File: config.mk
export PLATFORM = sky130hd
export DESIGN_NAME = mtw_ctrl
export DESIGN_NICKNAME = d
export VERILOG_FILES = /design/src/rtl/mtw_pkg.sv /design/src/rtl/mtw_ctrl.sv
export VERILOG_INCLUDE_DIRS = /design/src /design/src/rtl
export SDC_FILE = /design/constraint.sdc
export NUM_CORES = 1
export LEC_CHECK = 0
export BUFFER_PORTS_ARGS = -buffer_cell sky130_fd_sc_hd__buf_2
export CAP_MARGIN = 5
export CORE_AREA = 5 5 42 44
export CTS_CLUSTER_DIAMETER = 200
export DETAILED_ROUTE_END_ITERATION = 7
export DIE_AREA = 0 0 47 49
export HOLD_SLACK_MARGIN = 0.15
export SLEW_MARGIN = 0
export SYNTH_ARGS = -nofsm -noshare
export SYNTH_HDL_FRONTEND = slang
export SYNTH_SLANG_ARGS = --single-unit
File: constraint.sdc
create_clock -name aclk -period 1.3 [get_ports aclk]
set_input_delay 0.065 -clock aclk [delete_from_list [all_inputs] [get_ports aclk]]
set_output_delay 0.065 -clock aclk [all_outputs]
set_load 0.02 [all_outputs]
File: src/rtl/assert_macros.svh
// ---------------------------------------------------------------------------
// assert_macros.svh - assertion helpers for the MT19937 word generator
// Assertions are compiled out when SYNTH is defined.
// ---------------------------------------------------------------------------
`ifndef ASSERT_MACROS_SVH
`define ASSERT_MACROS_SVH

`ifndef SYNTH
// clocked property, disabled while reset is low
`define MTW_ASSERT(lbl, clk, rstn, prop) \
    lbl: assert property (@(posedge clk) disable iff (!rstn) prop) \
        else $error("mtw assertion failed");
// condition that must never hold
`define MTW_ASSERT_NEVER(lbl, clk, rstn, cond) \
    lbl: assert property (@(posedge clk) disable iff (!rstn) !(cond)) \
        else $error("mtw forbidden condition seen");
`else
`define MTW_ASSERT(lbl, clk, rstn, prop)
`define MTW_ASSERT_NEVER(lbl, clk, rstn, cond)
`endif

`endif

File: src/rtl/mtw_pkg.sv
// ---------------------------------------------------------------------------
// mtw_pkg - shared types, constants and functions
// Twist and temper functions, controller state, command and status structs.
// ---------------------------------------------------------------------------
package mtw_pkg;

    localparam int WORD_W          = 32;
    localparam int FUNC_W          = 2;
    localparam int STATE_DEPTH_DEF = 624;
    localparam int TAP_OFFSET_DEF  = 397;

    localparam logic [WORD_W-1:0] TWIST_MATRIX = 32'h9908_b0df;
    localparam logic [WORD_W-1:0] HIGH_BIT     = 32'h8000_0000;
    localparam logic [WORD_W-1:0] LOW_BITS     = 32'h7fff_ffff;
    localparam logic [WORD_W-1:0] SEED_MULT    = 32'd1812433253;
    localparam logic [WORD_W-1:0] TEMPER_B     = 32'h9d2c_5680;
    localparam logic [WORD_W-1:0] TEMPER_C     = 32'hefc6_0000;
    localparam logic [WORD_W-1:0] SEED_RESET   = 32'd5489;

    typedef enum logic [FUNC_W-1:0] {
        FUNC_RAW      = 2'd0,
        FUNC_SIGNED   = 2'd1,
        FUNC_INTERVAL = 2'd2,
        FUNC_RAW_ALT  = 2'd3
    } mtw_func_t;

    typedef enum logic [2:0] {
        ST_FILL_SEED,
        ST_FILL_MUL,
        ST_FILL_ADD,
        ST_IDLE,
        ST_TWIST,
        ST_MODW,
        ST_OUTW
    } mtw_state_t;

    typedef struct packed {
        logic fill_seed;     // write seed to word 0, restart fill
        logic fill_mul;      // seeding multiply
        logic fill_add;      // add index, write next seed word
        logic take_req;      // latch request fields
        logic twist;         // twist current word, write back, advance index
        logic mod_start;     // start interval remainder
        logic load_direct;   // output register from twist path
        logic load_hold;     // output register from hold registers
    } mtw_cmd_t;

    typedef struct packed {
        logic fill_last;     // last seed word being written
        logic interval;      // latched request is interval mode
        logic mod_done;      // remainder ready in hold register next cycle
    } mtw_stat_t;

    function automatic logic [WORD_W-1:0] mt_twist(input logic [WORD_W-1:0] cur,
                                                   input logic [WORD_W-1:0] nxt,
                                                   input logic [WORD_W-1:0] tap);
        logic [WORD_W-1:0] y;
        logic [WORD_W-1:0] r;
        y = (cur & HIGH_BIT) | (nxt & LOW_BITS);
        r = tap ^ (y >> 1);
        if (y[0]) begin
            r = r ^ TWIST_MATRIX;
        end
        return r;
    endfunction

    function automatic logic [WORD_W-1:0] mt_temper(input logic [WORD_W-1:0] x);
        logic [WORD_W-1:0] y;
        y = x ^ (x >> 11);
        y = y ^ ((y << 7) & TEMPER_B);
        y = y ^ ((y << 15) & TEMPER_C);
        y = y ^ (y >> 18);
        return y;
    endfunction

endpackage

File: src/rtl/mtw_ctrl.sv
// ---------------------------------------------------------------------------
// mtw_ctrl - sequencing of state fill, requests and output register
// Drives datapath commands; owns the output valid flag.
// ---------------------------------------------------------------------------
`include "assert_macros.svh"

module mtw_ctrl (
    input  logic               aclk,
    input  logic               aresetn,
    input  logic               cfg_valid,
    input  logic               s_tvalid,
    output logic               s_tready,
    output logic               m_tvalid,
    input  logic               m_tready,
    output mtw_pkg::mtw_cmd_t  cmd,
    input  mtw_pkg::mtw_stat_t stat
);
    import mtw_pkg::*;

    mtw_state_t state_reg, state_next;
    logic       mvalid_reg, mvalid_next;
    logic       out_free;

    assign out_free = !mvalid_reg || m_tready;

    // next state
    always_comb begin
        state_next = state_reg;
        if (cfg_valid) begin
            state_next = ST_FILL_SEED;
        end else begin
            case (state_reg)
                ST_FILL_SEED: state_next = ST_FILL_MUL;
                ST_FILL_MUL:  state_next = ST_FILL_ADD;
                ST_FILL_ADD:  state_next = stat.fill_last ? ST_IDLE : ST_FILL_MUL;
                ST_IDLE: begin
                    if (s_tvalid) begin
                        state_next = ST_TWIST;
                    end
                end
                ST_TWIST: begin
                    if (stat.interval) begin
                        state_next = ST_MODW;
                    end else begin
                        state_next = out_free ? ST_IDLE : ST_OUTW;
                    end
                end
                ST_MODW: begin
                    if (stat.mod_done) begin
                        state_next = ST_OUTW;
                    end
                end
                ST_OUTW: begin
                    if (out_free) begin
                        state_next = ST_IDLE;
                    end
                end
                default: state_next = ST_FILL_SEED;
            endcase
        end
    end

    // outputs
    always_comb begin
        cmd      = '0;
        s_tready = 1'b0;
        case (state_reg)
            ST_FILL_SEED: cmd.fill_seed = 1'b1;
            ST_FILL_MUL:  cmd.fill_mul  = 1'b1;
            ST_FILL_ADD:  cmd.fill_add  = 1'b1;
            ST_IDLE: begin
                s_tready     = !cfg_valid;
                cmd.take_req = s_tvalid && !cfg_valid;
            end
            ST_TWIST: begin
                cmd.twist       = 1'b1;
                cmd.mod_start   = stat.interval;
                cmd.load_direct = !stat.interval && out_free;
            end
            ST_OUTW: cmd.load_hold = out_free;
            default: cmd = '0;
        endcase
    end

    assign mvalid_next = (cmd.load_direct || cmd.load_hold) ? 1'b1
                       : (m_tready ? 1'b0 : mvalid_reg);

    always_ff @(posedge aclk) begin
        if (!aresetn) begin
            state_reg  <= ST_FILL_SEED;
            mvalid_reg <= 1'b0;
        end else begin
            state_reg  <= state_next;
            mvalid_reg <= mvalid_next;
        end
    end

    assign m_tvalid = mvalid_reg;

    `MTW_ASSERT(a_twist_after_accept, aclk, aresetn, state_reg == ST_TWIST |-> $past(s_tvalid && s_tready))
    `MTW_ASSERT_NEVER(a_no_overwrite, aclk, aresetn, (cmd.load_direct || cmd.load_hold) && !out_free)
    `MTW_ASSERT(a_outw_holds, aclk, aresetn, (state_reg == ST_OUTW && !out_free && !cfg_valid) |=> state_reg == ST_OUTW)

endmodule

==> results.ini <==
[die]
rows = 14
dieArea_um2 = 2300
die_h_um = 49
die_w_um = 47
core_um2 = 1400
initial_core_util = 0.230
ios = 18

[global_routing]
first_global_vias = 403
grt_max_degree = 13
antenna_found_initial = 0
grt_pass1_wl_um = 1690
grt_usage = 0.0977
overflow = 0

[synth]
syn_inst = 41
yosys_warnings = 0
ys_top_cells_by_count = dfxtp_1, nor2_1, o21ai_0, nor3_1, nor3b_1
syn_area_um2 = 323
ys.flop_type = dfxtp_1
synth_edf_count = 0
yosysTopAreaCellShare = 0.248
synth_seq_cells = 4
avgSynthCellArea_um2 = 7.87
ys_seq_area_frac = 0.248
synth_nets = 49
synth_area_leaders = dfxtp_1, nor3b_1, o21ai_0, nor3_1, nor2_1
synthDistinctLibCells = 23
async_flop_share = 0
synth.largest_area_cell = dfxtp_1

[sta]
rsz0062_at_grt = true
min_period_ns = 1.37
max_freq_mhz = 731
tightest_slew_ns = 0.260
setup-violations-final = 3
finalClockSkew_ns = 0.00285
hold_ws_ns = 0.242
relSlewSlack = 0.826
final_hold_viol_count = 0
min_period_over_period = 1.05
maxSlewViolCount = 0
setup_ws_ns = -0.0674

[place]
port_buffers = 17
dpl-instance-area_um2 = 420
routabilityCongestion = 0.777

[clocking]
cts_tree = built
root_buffer = clkbuf_4
cts_made_buffers = 3
htreeDepth = 1
cts.sinks = 4
clk_pin_slew_worst_paths_ns = 0.04
clockBufferDepth = 2
insertion_delay_ns = 0.23

[final_layout]
final_area_um2 = 578
final_util = 0.413
final_nets = 79
syn2layout_area_growth_pct = 79.1
num-fill-cells = 155
largest_reg_flops = 3
antennaDiodeCount = 0
drive_above_1_share = 0.565

[detailed_routing]
vias = 408
routed_via_density = 4.80
dr_wl_met3_um = 97
drtIter0Drc = 6
drc = 0
drtAntennaViolNets = 0
wl_met2_um = 476
routed_wl_um = 1020
routed.top_layer = met4
firstDrtPassIters = 4
post_drt_wl_per_cell_um = 12.0
wl_met1_um = 424

[critical_path]
required_ns = 1.24
critPathMaxFanout = 6
worstPathArrival_ns = 1.30
path_cells = or2b_4, nor4_4, buf_4
slowest_delay_ns = 0.36
endpoint_kind = output port
worstReg2RegEnd = state_reg[2]
ff2ff_path_depth = 5
rr_startpoint = state_reg[2]
cp_slowest_cell = dfxtp_4
r2r_slack_ns = 0.05
critPathLaunchType = flip-flop
path_class = flip-flop to output port

[min_path]
hp-start = m_tready
holdPathEnd = m_tvalid
hold_path_class = input pin to flip-flop
hold_depth = 3

[power_and_ir_drop]
p_leak_nw = 0.249
power_density_nw_per_um2 = 614
ir_worst_vdd_v = 0.000495

[job]
maxCapViolCount = 0

[run_status]
failed_checks = setup timing
status = finished, violations left

[timing repair]
action                     in CTS  in global routing
buffers inserted                6                  1
hold buffers                    3                  0
setup endpoints to repair       7                  7
pin swaps                       4                  2
hold endpoints to repair        3                  0
resized for setup              11                  7
[final cells by class]
type	instances	area (um2)	area share
Clock buffer	3	22.5	0.0390
Sequential cell	4	91.3	0.158
Inverter	1	3.75	0.00649
Timing Repair Buffer	28	196	0.340
Multi-Input combinational cell	33	244	0.422
Tap cell	16	20.0	0.0346
[worst max-delay path by stage]
stage / startpoint / endpoint / depth (start not counted)
2_1_floorplan: state_reg[2] / cmd[4] / 4
3_3_place_gp: state_reg[0] / state_reg[0] / 3
3_5_place_dp: state_reg[0] / state_reg[0] / 3
4_1_cts: state_reg[2] / cmd[1] / 3
5_1_grt: state_reg[2] / cmd[1] / 3
6_report: state_reg[2] / cmd[1] / 3
[power breakdown]
| group | internal, mW | switching (mW) |
|---|---|---|
| combinational | 0.0398 | 0.0338 |
| clock | 0.103 | 0.0481 |
| sequential | 0.123 | 0.00738 |
| total | 0.266 | 0.0893 |
[critical path: cells and delay by family (launching register included)]
kind / cells / cell delay, ns
and+or+nand+nor: 2 / 0.53
buffers and inverters: 1 / 0.18
DFF: 1 / 0.36
[kinds of logic after synthesis]
family | synth area share
and+or+nand+nor | 0.411
AOI/OAI and AO/OA | 0.264
DFF | 0.248
buffers and inverters | 0.0775
[cell usage in the layout, fill, tap and decap left out, drive strengths merged]
master	count
nor3	3
or2b	2
dfxtp	4
o21a	1
nor4bb	1
a221oi	1
o21ba	1
nor3b	3
buf	25
nor2b	2
nor2	4
clkbuf	3
nand2b	1
dlygate4sd3	3
inv	1
a211oi	1
a221o	1
nor4	1
nand3b	1
o21ai	4
and2	2
and3b	1
a21oi	2
o21bai	1
[metrics by stage]
stage / instances / setup WS (ns) / TNS [ns] / total power, mW
after floorplan: 41 / 0.00228 / 0 / 0.167
after global placement: 72 / 0.102 / 0 / 0.190
after detailed placement: 72 / 0.0538 / 0 / 0.190
after CTS: 84 / -0.0389 / -0.105 / 0.357
after global routing: 85 / -0.140 / -0.516 / 0.386
final: 85 / -0.0674 / -0.139 / 0.355
[routing by layer]
metal,track usage,vias to the layer above
met4,0,0
li1,-,206
met1,0.127,179
met2,0.156,21
met5,0,-
met3,0.0443,2
Note: power is estimated with default switching activity, not from simulation.
